**src/hw/rtl/fcfs_schedule_metrics_core_macros.svh**
```systemverilog
// Assertion macros for the scheduling-metrics RTL.
// Expects i_clk and i_rst_n in the scope where the macros are used.
`ifndef FCFS_SCHEDULE_METRICS_CORE_MACROS_SVH
`define FCFS_SCHEDULE_METRICS_CORE_MACROS_SVH

// Consequent must hold in the same cycle as the antecedent.
`define FCFS_ASSERT_IMP(lbl, ante, cons, msg) \
    lbl: assert property (@(posedge i_clk) disable iff (!i_rst_n) (ante) |-> (cons)) \
        else $error(msg);

// Consequent must hold in the cycle after the antecedent.
`define FCFS_ASSERT_NXT(lbl, ante, cons, msg) \
    lbl: assert property (@(posedge i_clk) disable iff (!i_rst_n) (ante) |=> (cons)) \
        else $error(msg);

`endif

```
**src/hw/rtl/fcfs_sm_pkg.sv**
```systemverilog
// Package for the scheduling-metrics block: widths, job entry types, chain opcodes
// and controller states. No dependencies.
package fcfs_sm_pkg;

    localparam int DEF_MAX_JOBS = 32;
    localparam int TIME_W       = 16;
    localparam int NUM_W        = 6;
    localparam int RES_W        = 21;
    localparam logic [RES_W-1:0] SAT_RES = {RES_W{1'b1}};

    // One stored job.
    typedef struct packed {
        logic              valid;
        logic [TIME_W-1:0] arr;
        logic [TIME_W-1:0] bur;
        logic [NUM_W-1:0]  num;
    } t_job_entry;

    // Operation applied by every cell of the chain in a cycle.
    typedef enum logic [1:0] {
        OP_HOLD,
        OP_INSERT,
        OP_ROTATE,
        OP_POP
    } t_chain_op;

    // Command broadcast to all cells.
    typedef struct packed {
        t_chain_op         op;
        logic [TIME_W-1:0] arr;
        logic [TIME_W-1:0] bur;
        logic [NUM_W-1:0]  num;
    } t_cell_cmd;

    // Controller states.
    typedef enum logic [1:0] {
        ST_LOAD,
        ST_SUM,
        ST_DIV,
        ST_EMIT
    } t_state;

endpackage

```
**src/hw/rtl/fcfs_sm_cell.sv**
```systemverilog
// One cell of the sorted job chain. Holds a single job and trades it with its
// neighbors under the broadcast command. Depends on fcfs_sm_pkg.
module fcfs_sm_cell
    import fcfs_sm_pkg::*;
(
    input  logic       i_clk,
    input  logic       i_rst_n,
    input  t_cell_cmd  i_cmd,
    input  t_job_entry i_prev,
    input  t_job_entry i_next,
    input  t_job_entry i_head,
    output t_job_entry o_entry
);

    t_job_entry r_entry;
    t_job_entry n_entry;
    t_job_entry w_new;
    logic       w_gt_self;
    logic       w_gt_prev;
    logic       w_is_tail;

    // Comparisons against the job being inserted.
    assign w_gt_self = r_entry.valid && (r_entry.arr > i_cmd.arr);
    assign w_gt_prev = i_prev.valid && (i_prev.arr > i_cmd.arr);
    assign w_is_tail = r_entry.valid && !i_next.valid;

    always_comb begin
        w_new.valid = 1'b1;
        w_new.arr   = i_cmd.arr;
        w_new.bur   = i_cmd.bur;
        w_new.num   = i_cmd.num;
    end

    // Next content of the cell.
    always_comb begin
        n_entry = r_entry;
        case (i_cmd.op)
            OP_INSERT: begin
                // Later-arriving jobs move up by one; the new job lands behind
                // every job with an equal or earlier arrival.
                if (w_gt_prev) begin
                    n_entry = i_prev;
                end else if (w_gt_self || (!r_entry.valid && i_prev.valid)) begin
                    n_entry = w_new;
                end
            end
            OP_ROTATE: begin
                if (w_is_tail) begin
                    n_entry = i_head;
                end else if (r_entry.valid) begin
                    n_entry = i_next;
                end
            end
            OP_POP: begin
                n_entry = i_next;
            end
            default: begin
                n_entry = r_entry;
            end
        endcase
    end

    // Valid bit is control state; the payload needs no reset.
    always_ff @(posedge i_clk) begin
        r_entry.arr <= n_entry.arr;
        r_entry.bur <= n_entry.bur;
        r_entry.num <= n_entry.num;
        if (!i_rst_n) begin
            r_entry.valid <= 1'b0;
        end else begin
            r_entry.valid <= n_entry.valid;
        end
    end

    assign o_entry = r_entry;

endmodule

```
**config.mk**
```make
export PLATFORM = sky130hd
export DESIGN_NAME = fcfs_sm_cell
export DESIGN_NICKNAME = d
export VERILOG_FILES = /design/src/hw/rtl/fcfs_schedule_metrics_core_macros.svh /design/src/hw/rtl/fcfs_sm_pkg.sv /design/src/hw/rtl/fcfs_sm_cell.sv
export SDC_FILE = /design/constraint.sdc
export NUM_CORES = 1
export LEC_CHECK = 0
export BUFFER_PORTS_ARGS = -buffer_cell sky130_fd_sc_hd__buf_4
export CELL_PAD_IN_SITES_DETAIL_PLACEMENT = 0
export CELL_PAD_IN_SITES_GLOBAL_PLACEMENT = 1
export CORE_ASPECT_RATIO = 1.25
export CORE_MARGIN = 1
export CORE_UTILIZATION = 30
export CTS_BUF_LIST = sky130_fd_sc_hd__clkbuf_8
export CTS_CLUSTER_SIZE = 12
export DETAILED_ROUTE_END_ITERATION = 10
export GPL_ROUTABILITY_DRIVEN = 0
export PLACE_DENSITY_LB_ADDON = 0.2
export SLEW_MARGIN = 20
export SYNTH_ARGS = -nofsm -noshare
export SYNTH_HDL_FRONTEND = slang
export SYNTH_SLANG_ARGS = --single-unit
```
**constraint.sdc**
```tcl
create_clock -name i_clk -period 6 [get_ports i_clk]
set_clock_uncertainty 0.05 [all_clocks]
set_input_delay 1.2 -clock i_clk [delete_from_list [all_inputs] [get_ports i_clk]]
set_output_delay 1.2 -clock i_clk [all_outputs]
set_load 0.01 [all_outputs]
```
== Word level (Yosys, flattened, before mapping) ==
Cells that the tools add are included.

* Word-level logic and storage cells: 26
* RAM bits: 0
* Output and inout bits: 39
* Memories: 0
* Flip-flop bits (word level): 39
* Latch bits: 0
* Bits in read-only memories: 0

* Equal/unequal tests: 5
* Multiply operators: 0
* Order comparisons: 2
* $add $sub $neg: 0
* Bitwise logic cells: 0
* Reductions and logical operators: 10
* Div/mod/pow operators: 0
* Shift operators: 0
* Multiplexer cells: 5

{| class="wikitable"
|+ Operator list
! operator !! count
|-
| $mux 39 || 4
|-
| $pmux 39 s3 || 1
|-
| $gt 16x16->1 || 2
|-
| $ne 3x3->1 const B || 2
|-
| $eq 2x2->1 const B || 2
|-
| $logic_and 1x1->1 || 4
|-
| $reduce_and 3->1 || 1
|-
| $reduce_bool 3->1 || 1
|-
| $eq 2x1->1 const B || 1
|-
| $logic_not 1->1 || 2
|-
| $reduce_and 2->1 || 1
|-
| $logic_or 1x1->1 || 1
|}

== Logic depth before layout (Yosys ltp) ==
* Depth in word-level cells: 6
* Gate-level depth with buffers: 10
* Mapped depth without buffers: 8

== Worst setup path before layout ==
Ideal clock, no wire load.

* Path type: input to register
* From: input port i_cmd[36] (netlist bit)
* To: register r_entry (netlist bit o_entry[0]), enable pin
* Cell stages on the path: 9
* Setup time: 0.444 ns
* Buffers on the path: 2
* Data arrival time: 4.479 ns
* Setup slack: 1.027 ns
* Path through: inv_1 -> ha_1 -> nand4_2 -> nor4_2 -> a21boi_2 -> o41ai_4 -> buf_6 -> buf_12 -> o211ai_1

* Longest elaborated chain between the ends: 5

{| class="wikitable"
|+ RTL lines
! item !! RTL line !! text
|-
| start, declared || fcfs_sm_cell.sv:8 || <nowiki>input t_cell_cmd i_cmd,</nowiki>
|-
| $gt 16x16->1 || fcfs_sm_cell.sv:23 || <nowiki>assign w_gt_self = r_entry.valid && (r_entry.arr > i_cmd.arr);</nowiki>
|-
| $logic_and 1x1->1 || fcfs_sm_cell.sv:23 ||
|-
| $logic_or 1x1->1 || fcfs_sm_cell.sv:43 || <nowiki>end else if (w_gt_self || (!r_entry.valid && i_prev.valid)) begin</nowiki>
|-
| $ne 3x3->1 (no source line) (*) || n/a ||
|-
| $reduce_and 3->1 (no source line) (*) || n/a ||
|-
| end, declared || fcfs_sm_cell.sv:15 || <nowiki>t_job_entry r_entry;</nowiki>
|}

Mark *: on every way between the ends. The rest lies on a longest branch, timed or not.
A chain may end at the register's enable or synchronous reset.

== Worst setup path in the final report ==
* From: input port i_cmd[36] (netlist bit)
* To: register r_entry (netlist bit o_entry[23]), enable pin

Same word-level chain as after synthesis.

==> results.sh <==
export IMPL_hp_start="o_entry[38]$_SDFFE_PN0P_"
export IMPL_synth_fp_nets=521
export IMPL_cts_setup_buffers=0
export IMPL_worst_pin_slew_ps=945
export IMPL_antenna_found_initial=0
export IMPL_drv_cap=0
export IMPL_yosys_warnings=0
export IMPL_drt_initial_drc_count=231
export IMPL_grt_setup_unrepaired="no"
export IMPL_fmax_mhz=272
export IMPL_fin_total_pwr_uw=902
export IMPL_seq_area_frac_synth_pct=34.3
export IMPL_hp_class="reg2reg"
export IMPL_max_slew_margin_pct=36.8
export IMPL_grt_pass1_vias=3375
export IMPL_finalCritPeriodShare_pct=61.3
export IMPL_setup_tns_ps=0
export IMPL_cts_buffers_inserted=5
export IMPL_worstPathArrival_ps=3560
export IMPL_clk_latency_ps=280
export IMPL_synth_enable_flop_cells=38
export IMPL_finalNonFillerCells=643
export IMPL_cts_sinks=39
export IMPL_cts_tree="yes"
export IMPL_design_area_um2=5020
export IMPL_clkTransAtPathRegs_ps=70
export IMPL_initial_core_util_pct=30.7
export IMPL_antenna_cells=0
export IMPL_final_common_cell="buf_4"
export IMPL_setup_slack_ps=2320
export IMPL_vias=3474
export IMPL_finalNetCount=698
export IMPL_ios=198
export IMPL_die_x_um=97.0
export IMPL_ant_nets=0
export IMPL_grt_pass1_wl_mm=17.5
export IMPL_setup_viol=0
export IMPL_cts_root_buf="clkbuf_8"
export IMPL_synthFlopType="edfxtp_1"
export IMPL_worst_setup_path_end_kind="register"
export IMPL_placed_area_um2=4920
export IMPL_startpoint="i_cmd[36]"
export IMPL_path_class="in2reg"
export IMPL_status="completed"
export IMPL_cts_hold_buf=0
export IMPL_coreArea_um2=11000
export IMPL_reg2reg_slack_ps=3040
export IMPL_place_ws_ps=1980
export IMPL_grt_max_degree=78
export IMPL_p_per_area_nw_per_um2=180
export IMPL_drt_total_wl_mm=11.7
export IMPL_finalHoldViolations=0
export IMPL_placedCellCount=635
export IMPL_final_cell_mix="buf_4 (200), a21oi_1 (50), a221oi_1 (39)"
export IMPL_htreeDepth=2
export IMPL_p_leak_nw=2.44
export IMPL_syn_cell_area_um2=3390
export IMPL_ys_async_sr_fraction_pct=0
export IMPL_dp_hpwl_mm=8.61
export IMPL_die_area_um2=11700
export IMPL_cts_max_path_buffers=2
export IMPL_area_delta_synth_final_pct=48.3
export IMPL_wl_per_cell_um=18.2
export IMPL_fin_util_pct=45.5
export IMPL_largest_register_ffs=39
export IMPL_crit_required_ps=5880
export IMPL_port_buffer_count=197
export IMPL_syn_area_per_cell_um2=10.3
export IMPL_hold_slack_ps=856
export IMPL_reg2reg_from="o_entry[37]$_DFFE_PP_"
export IMPL_die_h_um=121
export IMPL_cp_start_kind="input port"
export IMPL_ir_drop_v=0.0000978
export IMPL_worst_path_max_fanout=34
export IMPL_grt_remaining_overflow=0
export IMPL_postSynthCellCount=330
export IMPL_cts_resized_gates=0
export IMPL_drv_slew=0
export IMPL_drive_above_1_share_pct=42.3
export IMPL_synthDistinctLibCells=34
export IMPL_drt_pre_antenna_iters=7
export IMPL_via_per_inst=5.40
export IMPL_grtUsageTotal_pct=19.1
export IMPL_synth_seq_cells=39
export IMPL_num_rows=43
export IMPL_nFillCells=1093
export IMPL_drc=0
export IMPL_period_needed_ps=3680
[worst max-delay path, stage by stage]
cell      delay [ps]
buf_4             80
inv_1             50
ha_1             330
nand4_2          150
nor4_2           360
a21boi_2         260
o41ai_4          100
o211ai_1         480
buf_4            510
[layout make-up]
cell class,instances,area (um2),area share (%)
Tap cell,135,169,3.36
Multi-Input combinational cell,242,2020,40.2
Inverter,19,71.3,1.42
Clock inverter,1,3.75,0.0747
Clock buffer,7,96.3,1.92
Timing Repair Buffer,200,1500,29.9
Sequential cell,39,1160,23.1
[cell families (layout without fill, tap and decap cells)]
logic type	Yosys count	count (layout)	share of synthesized area, %
AO/OA/AOI/OAI	143	143	31.4
buffers and inverters	49	227	6.35
flip-flops	39	39	34.3
multiplexers	38	38	11.2
adder cells (fa/ha/maj)	32	32	11.8
AND/OR/NAND/NOR	29	29	4.88
[metal layers]
metal | vias to the layer above | GRT usage, % | part of all wire (%)
met2 | 127 | 37.0 | 56
met1 | 1638 | 21.3 | 37
met5 | - | 0 | 0
li1 | 1698 | - | -
met3 | 11 | 3.41 | 5.7
met4 | 0 | 4.94 | 1.3
[cell usage after synthesis (3+ instances only)]
| cell | instances | area, um2 |
|---|---|---|
| nand3_1 | 3 | 15.0 |
| inv_1 | 18 | 67.6 |
| a221oi_1 | 39 | 342 |
| nor2_1 | 6 | 22.5 |
| a22o_1 | 38 | 333 |
| nor2b_1 | 3 | 18.8 |
| mux2i_1 | 38 | 380 |
| ha_1 | 32 | 400 |
| nand4_1 | 4 | 25.0 |
| a21oi_1 | 50 | 250 |
| o211ai_1 | 3 | 22.5 |
| edfxtp_1 | 38 | 1140 |
| o21ai_0 | 3 | 15.0 |
| clkbuf_1 | 26 | 97.6 |
| nand2_1 | 7 | 26.3 |
[worst paths after layout]
kind | end | depth (start not counted)
max | o_entry[23]$_DFFE_PP_ | 9
min reg2reg | o_entry[38]$_SDFFE_PN0P_ | 2
max reg2reg | o_entry[23]$_DFFE_PP_ | 8
min | o_entry[38]$_SDFFE_PN0P_ | 2
[where the power goes]
group	internal, mW	total (mW)	switching [mW]
Clock	0.103	0.193	0.0902
Combinational	0.182	0.344	0.162
Sequential	0.344	0.364	0.0206
Power figures use the tool's default switching activity.
