===== src/hw/rtl/fcfs_schedule_metrics_core_macros.svh =====
// Assertion macros for the scheduling-metrics RTL.
// Expects i_clk and i_rst_n in the scope where the macros are used.
`ifndef FCFS_SCHEDULE_METRICS_CORE_MACROS_SVH
`define FCFS_SCHEDULE_METRICS_CORE_MACROS_SVH

// Consequent must hold in the same cycle as the antecedent.
`define FCFS_ASSERT_IMP(lbl, ante, cons, msg) \
    lbl: assert property (@(posedge i_clk) disable iff (!i_rst_n) (ante) |-> (cons)) \
        else $error(msg);

// Consequent must hold in the cycle after the antecedent.
`define FCFS_ASSERT_NXT(lbl, ante, cons, msg) \
    lbl: assert property (@(posedge i_clk) disable iff (!i_rst_n) (ante) |=> (cons)) \
        else $error(msg);

`endif


===== src/hw/rtl/fcfs_sm_pkg.sv =====
// Package for the scheduling-metrics block: widths, job entry types, chain opcodes
// and controller states. No dependencies.
package fcfs_sm_pkg;

    localparam int DEF_MAX_JOBS = 32;
    localparam int TIME_W       = 16;
    localparam int NUM_W        = 6;
    localparam int RES_W        = 21;
    localparam logic [RES_W-1:0] SAT_RES = {RES_W{1'b1}};

    // One stored job.
    typedef struct packed {
        logic              valid;
        logic [TIME_W-1:0] arr;
        logic [TIME_W-1:0] bur;
        logic [NUM_W-1:0]  num;
    } t_job_entry;

    // Operation applied by every cell of the chain in a cycle.
    typedef enum logic [1:0] {
        OP_HOLD,
        OP_INSERT,
        OP_ROTATE,
        OP_POP
    } t_chain_op;

    // Command broadcast to all cells.
    typedef struct packed {
        t_chain_op         op;
        logic [TIME_W-1:0] arr;
        logic [TIME_W-1:0] bur;
        logic [NUM_W-1:0]  num;
    } t_cell_cmd;

    // Controller states.
    typedef enum logic [1:0] {
        ST_LOAD,
        ST_SUM,
        ST_DIV,
        ST_EMIT
    } t_state;

endpackage


===== src/hw/rtl/fcfs_sm_div.sv =====
// Restoring divider, one quotient bit per cycle, for the mean wait.
// Depends on fcfs_sm_pkg only through the import convention.
module fcfs_sm_div
    import fcfs_sm_pkg::*;
#(
    parameter int DVD_W = 28,
    parameter int DVS_W = 6
) (
    input  logic             i_clk,
    input  logic             i_rst_n,
    input  logic             i_start,
    input  logic [DVD_W-1:0] i_dividend,
    input  logic [DVS_W-1:0] i_divisor,
    output logic             o_done,
    output logic [DVD_W-1:0] o_quotient
);

    localparam int CNT_W = $clog2(DVD_W + 1);

    logic [DVD_W-1:0] r_quo;
    logic [DVS_W-1:0] r_rem;
    logic [DVS_W-1:0] r_dvs;
    logic [CNT_W-1:0] r_cnt;
    logic             r_busy;
    logic             r_done;
    logic [DVS_W:0]   w_shift;
    logic [DVS_W:0]   w_diff;
    logic             w_ge;

    // One restoring step: shift in the next dividend bit and try the subtract.
    assign w_shift = {r_rem, r_quo[DVD_W-1]};
    assign w_diff  = w_shift - {1'b0, r_dvs};
    assign w_ge    = (w_shift >= {1'b0, r_dvs});

    // Control state.
    always_ff @(posedge i_clk) begin
        if (!i_rst_n) begin
            r_busy <= 1'b0;
            r_done <= 1'b0;
            r_cnt  <= '0;
        end else begin
            r_done <= 1'b0;
            if (i_start) begin
                r_busy <= 1'b1;
                r_cnt  <= CNT_W'(DVD_W);
            end else if (r_busy) begin
                r_cnt <= r_cnt - CNT_W'(1);
                if (r_cnt == CNT_W'(1)) begin
                    r_busy <= 1'b0;
                    r_done <= 1'b1;
                end
            end
        end
    end

    // Datapath.
    always_ff @(posedge i_clk) begin
        if (i_start) begin
            r_quo <= i_dividend;
            r_rem <= '0;
            r_dvs <= i_divisor;
        end else if (r_busy) begin
            r_quo <= {r_quo[DVD_W-2:0], w_ge};
            r_rem <= w_ge ? w_diff[DVS_W-1:0] : w_shift[DVS_W-1:0];
        end
    end

    assign o_done     = r_done;
    assign o_quotient = r_quo;

endmodule


===== config.mk =====
export PLATFORM = sky130hd
export DESIGN_NAME = fcfs_sm_div
export DESIGN_NICKNAME = d
export VERILOG_FILES = /design/src/hw/rtl/fcfs_schedule_metrics_core_macros.svh /design/src/hw/rtl/fcfs_sm_pkg.sv /design/src/hw/rtl/fcfs_sm_div.sv
export SDC_FILE = /design/constraint.sdc
export NUM_CORES = 1
export LEC_CHECK = 0
export ABC_AREA = 1
export BUFFER_PORTS_ARGS = -buffer_cell sky130_fd_sc_hd__buf_4
export CORE_MARGIN = 4
export CORE_UTILIZATION = 52
export CTS_CLUSTER_DIAMETER = 50
export CTS_CLUSTER_SIZE = 16
export DETAILED_ROUTE_END_ITERATION = 8
export HOLD_SLACK_MARGIN = 0.05
export PLACE_DENSITY = 0.89
export SETUP_SLACK_MARGIN = 0.05
export SKIP_LAST_GASP = 1
export SYNTH_ARGS = -nofsm -noshare
export SYNTH_HDL_FRONTEND = slang
export SYNTH_SLANG_ARGS = --single-unit

===== constraint.sdc =====
create_clock -name i_clk -period 1.8 [get_ports i_clk]
set_input_delay 0 -clock i_clk [delete_from_list [all_inputs] [get_ports i_clk]]
set_output_delay 0 -clock i_clk [all_outputs]
set_load 0.01 [all_outputs]

# == Word-level counts from Yosys, hierarchy flattened ==
# Cells that the tools add are included.
# op_classes
n_mux,9
eq_ne,1
n_addsub,2
n_bitwise,2
order_cmp,1
reduce_logical,3
# op_table
op,n
$mux W28,2
$mux W5,2
$ge A7 B6 Y1,1
$mux W6,1
$sub A6 B6 Y6,1
$eq A5 B1 Y1 const B,1
$sub A5 B1 Y5 const B,1
$mux W1,4
$reduce_or A3 Y1,1
$not A1 Y1,2
$reduce_bool A2 Y1,1
$reduce_or A2 Y1,1
# totals
register_bits,47
output_inout_bits,29
elab_cells,25
input_bits,37

# == Depth between registers and ports, before layout ==
# logic_depth
ltp_word,4
ltp_mapped,11
ltp_nobuf,11

# == Least setup slack after synthesis ==
# No wires, ideal clock.
# synth_path
path_kind,flip-flop to flip-flop
startpoint,reg r_quo[27] (netlist: o_quotient[27])
endpoint,reg r_rem[4]
arrival_ns,1.519
setup_time_ns,0.113
stages_incl_launch_ff,9
period_less_slack_ns,1.632
n_path_buf,0
t_required_ns,1.687
setup_slack_ns,0.168
path_cell_list,edfxtp_1 inv_1 ha_1 fa_1 or2_1 nand4_1 nand3_1 nand3_1 nand2_1
# synth_between
elab_chain_len,2
word_cells_on_any_way,3
cone_classes,add/sub: 1; order compare: 1; mux: 1
# synth_lines
element,line_no,text
from (decl),fcfs_sm_div.sv:20,logic [DVD_W-1:0] r_quo;
from (signal assigned),fcfs_sm_div.sv:59,r_quo <= i_dividend;
from (signal assigned),fcfs_sm_div.sv:63,"r_quo <= {r_quo[DVD_W-2:0], w_ge};"
$sub A6 B6 Y6 or $ge A7 B6 Y1 (tied branches),"fcfs_sm_div.sv:32, fcfs_sm_div.sv:33",
$mux W6 *,fcfs_sm_div.sv:64,r_rem <= w_ge ? w_diff[DVS_W-1:0] : w_shift[DVS_W-1:0];
to (signal assigned),fcfs_sm_div.sv:64,
to (decl),fcfs_sm_div.sv:21,logic [DVS_W-1:0] r_rem;
# Mark *: on every way between the ends. The rest lies on a longest branch, timed or not.
# A chain may end at the register's enable or synchronous reset.

# == Final worst setup path ==
# Ends and elaborated chain as after synthesis.

==> flow_metrics.tcl <==
set metrics [dict create \
    peakVddDrop_mv 0.621 \
    start_util_pct 53.5 \
    num_io_pins 66 \
    cts-htree-levels 2 \
    clkTransAtPathRegs_ns 0.08 \
    rsz0062_at_grt "no" \
    hold_depth 3 \
    path_max_fanout 3 \
    nFillCells 263 \
    design.die.area_mm2 0.00558 \
    pre_cts_slack_ns 0.0860 \
    finalCritPeriodShare_pct 94.0 \
    r2r_cells 9 \
    die_h_um 74.7 \
    p_leak_nw 1.65 \
    setup_viol 0 \
    grt_max_degree 37 \
    yosys_warnings 0 \
    drtAntennaViolNets 0 \
    wl_per_cell_um 14.8 \
    place_inst 380 \
    drt-pass1-iter-count 4 \
    viasPerCell 5.20 \
    min-delay-start "i_dividend[0]" \
    core_mm2 0.00432 \
    r2r-start "o_quotient[27]$_DFFE_PP_" \
    crit_type "register to register" \
    nets 417 \
    num_rows 24 \
    period_minus_slack_ns 1.69 \
    power.density_mw_per_mm2 826 \
    place_area_mm2 0.00288 \
    die_w_um 74.7 \
    hold_viol_final 0 \
    ys_seq_elements 47 \
    holdWs_ns 0.0636 \
    final_cell_count_no_fill 423 \
    fin_ws_ns 0.109 \
    syn_to_final_growth_pct 47.5 \
    grt_pass1_vias 2205 \
    drive_above_1_share_pct 25.6 \
    cts-root-buf "clkbuf_8" \
    reg2reg_slack_ns 0.11 \
    num_vias 2198 \
    fin_setup_tns_ns 0 \
    syn_area_mm2 0.00231 \
    slew_viol_final 0 \
    outcome "finished clean" \
    detailedPlacementHpwl_mm 3.92 \
    crit_path_end_kind "register" \
    cp_slowest_cell "edfxtp_1" \
    mostFrequentLayoutCells "nand2_1, buf_4, dlygate4sd3_1, edfxtp_1, inv_1" \
    groute.usage.overall_pct 24.3 \
    io_buffers 65 \
    cts_buffers 5 \
    cts_sinks 47 \
    clk_latency_ns 0.30 \
    clockBufferDepth 2 \
    layout_commonest_cell "nand2_1" \
    synth-main-ff-cell "edfxtp_1" \
    cts_tree "yes" \
    synth_edf_count 34 \
    gp_congestion 0.874 \
    r2r_end "r_rem[4]$_SDFFE_PP0P_" \
    worstMarginPinSlew_ns 0.532 \
    antenna_found_initial 0 \
    yosysUniqueCellTypes 29 \
    slew_headroom_pct 64.4 \
    syn-instance-count 266 \
    crit_path_cell_trace "inv_2 > ha_1 > fa_2 > or2_1 > nand3_1 > nand2_1 > nand3_1 > nand3_2 > nand2_1" \
    grt_overflow 0 \
    num_antenna_cells 0 \
    drt-total-wl_mm 6.28 \
    drc 0 \
    async_flop_share_pct 0 \
    fin_area_mm2 0.00341 \
    critPathRequiredTime_ns 2.05 \
    cp_data_arrival_time_ns 1.94 \
    cap_violations 0 \
    startpoint_type "register" \
    grt_first_pass_wirelength_mm 10.1 \
    drtIter0Drc 161 \
    avgSynthCellArea_um2 8.70 \
    max_freq_mhz 591 \
    holdPathEnd "o_quotient[0]$_DFFE_PP_" \
    cp_slowest_stage_delay_ns 0.37 \
    ys_seq_area_share_pct 55.4 \
    syn_nets 313 \
    hp-class "input port to register" \
    fin_skew_ns 0.00542 \
]
-- worst max path at each step --
stage,start,end,slack (ns),cells past startpoint
finish,o_quotient[27]$_DFFE_PP_,r_rem[4]$_SDFFE_PP0P_,0.11,9
global route,o_quotient[27]$_DFFE_PP_,r_rem[4]$_SDFFE_PP0P_,0.05,9
CTS,o_quotient[27]$_DFFE_PP_,r_rem[4]$_SDFFE_PP0P_,0.07,9
detailed placement,o_quotient[27]$_DFFE_PP_,r_rem[4]$_SDFFE_PP0P_,0.09,8
global placement,o_quotient[27]$_DFFE_PP_,r_rem[4]$_SDFFE_PP0P_,0.20,9
floorplan,o_quotient[27]$_DFFE_PP_,r_rem[4]$_SDFFE_PP0P_,0.17,8
-- stage by stage --
step | power [mW] | util (%)
after CTS | 2.75 | 76.9
after global placement | 1.92 | 66.6
after global routing | 2.94 | 78.9
after detailed placement | 1.94 | 66.6
final | 2.82 | 78.9
after floorplan | 1.69 | -
-- area by class of cell --
class                           count  area (um2)  share of cell area, %
Sequential cell                    47        1280                   37.5
Multi-Input combinational cell    184         981                   28.7
Timing Repair Buffer              103         871                   25.5
Inverter                           29         109                   3.19
Clock buffer                        7        76.3                   2.24
Tap cell                           52        65.1                   1.91
Clock inverter                      1        30.0                  0.880
-- layer usage --
| layer | global-route usage, % | share of wire, % | vias up | wire length, um |
|---|---|---|---|---|
| met3 | 7.34 | 9.6 | 20 | 604 |
| met2 | 43.0 | 51 | 109 | 3220 |
| met1 | 27.6 | 36 | 1012 | 2280 |
| met5 | 0 | 0 | - | 0 |
| met4 | 9.09 | 2.6 | 0 | 164 |
| li1 | - | - | 1057 | - |
-- critical path, delay by kind of cell (launching register included) --
| kind | cells | cell delay, ns |
|---|---|---|
| flip-flops | 1 | 0.37 |
| adder cells (fa/ha/maj) | 2 | 0.56 |
| AND/OR/NAND/NOR | 6 | 0.65 |
| buffers and inverters | 1 | 0.06 |
-- Yosys cell counts (all sizes together) (2+ instances only) --
cell type | count | share of area [%]
nor2 | 15 | 3.0
nand2 | 122 | 21
a31oi | 3 | 0.81
dfxtp | 13 | 11
nand3b | 2 | 0.65
nand3 | 17 | 3.9
clkbuf | 4 | 0.65
edfxtp | 34 | 44
a21oi | 3 | 0.81
inv | 29 | 4.7
nand4 | 3 | 0.81
or2 | 3 | 0.81
buf | 2 | 0.43
ha | 9 | 4.9
-- power breakdown --
| group | switching, mW | internal [mW] |
|---|---|---|
| registers | 0.0688 | 1.28 |
| logic | 0.372 | 0.335 |
| clock network | 0.348 | 0.416 |
| total | 0.788 | 2.03 |
-- flip-flops by register name (all words and copies together) (netlist names) --
register,flops
o_quotient,28
r_dvs,6
r_rem,6
r_cnt,5
o_done,1
r_busy,1
-- timing repair --
| item | in CTS | in global routing |
|---|---|---|
| hold endpoints to repair | 39 | 0 |
| resized for setup | 0 | 15 |
| hold buffers | 34 | 0 |
| setup endpoints to repair | 0 | 7 |
| buffers inserted | 0 | 1 |
-- cells by family (layout without fill, tap and decap cells) --
logic type                 after synthesis  count (layout)  share of synthesized area [%]
adders and majority gates               10              10                           5.73
buffers and inverters                   35             140                           5.78
and+or+nand+nor                        163             163                           29.9
xor gates and xnor gates                 2               2                          0.757
DFF                                     47              47                           55.4
AOI/OAI and AO/OA                        9               9                           2.49
No activity file was read; power rests on OpenSTA's default activity.
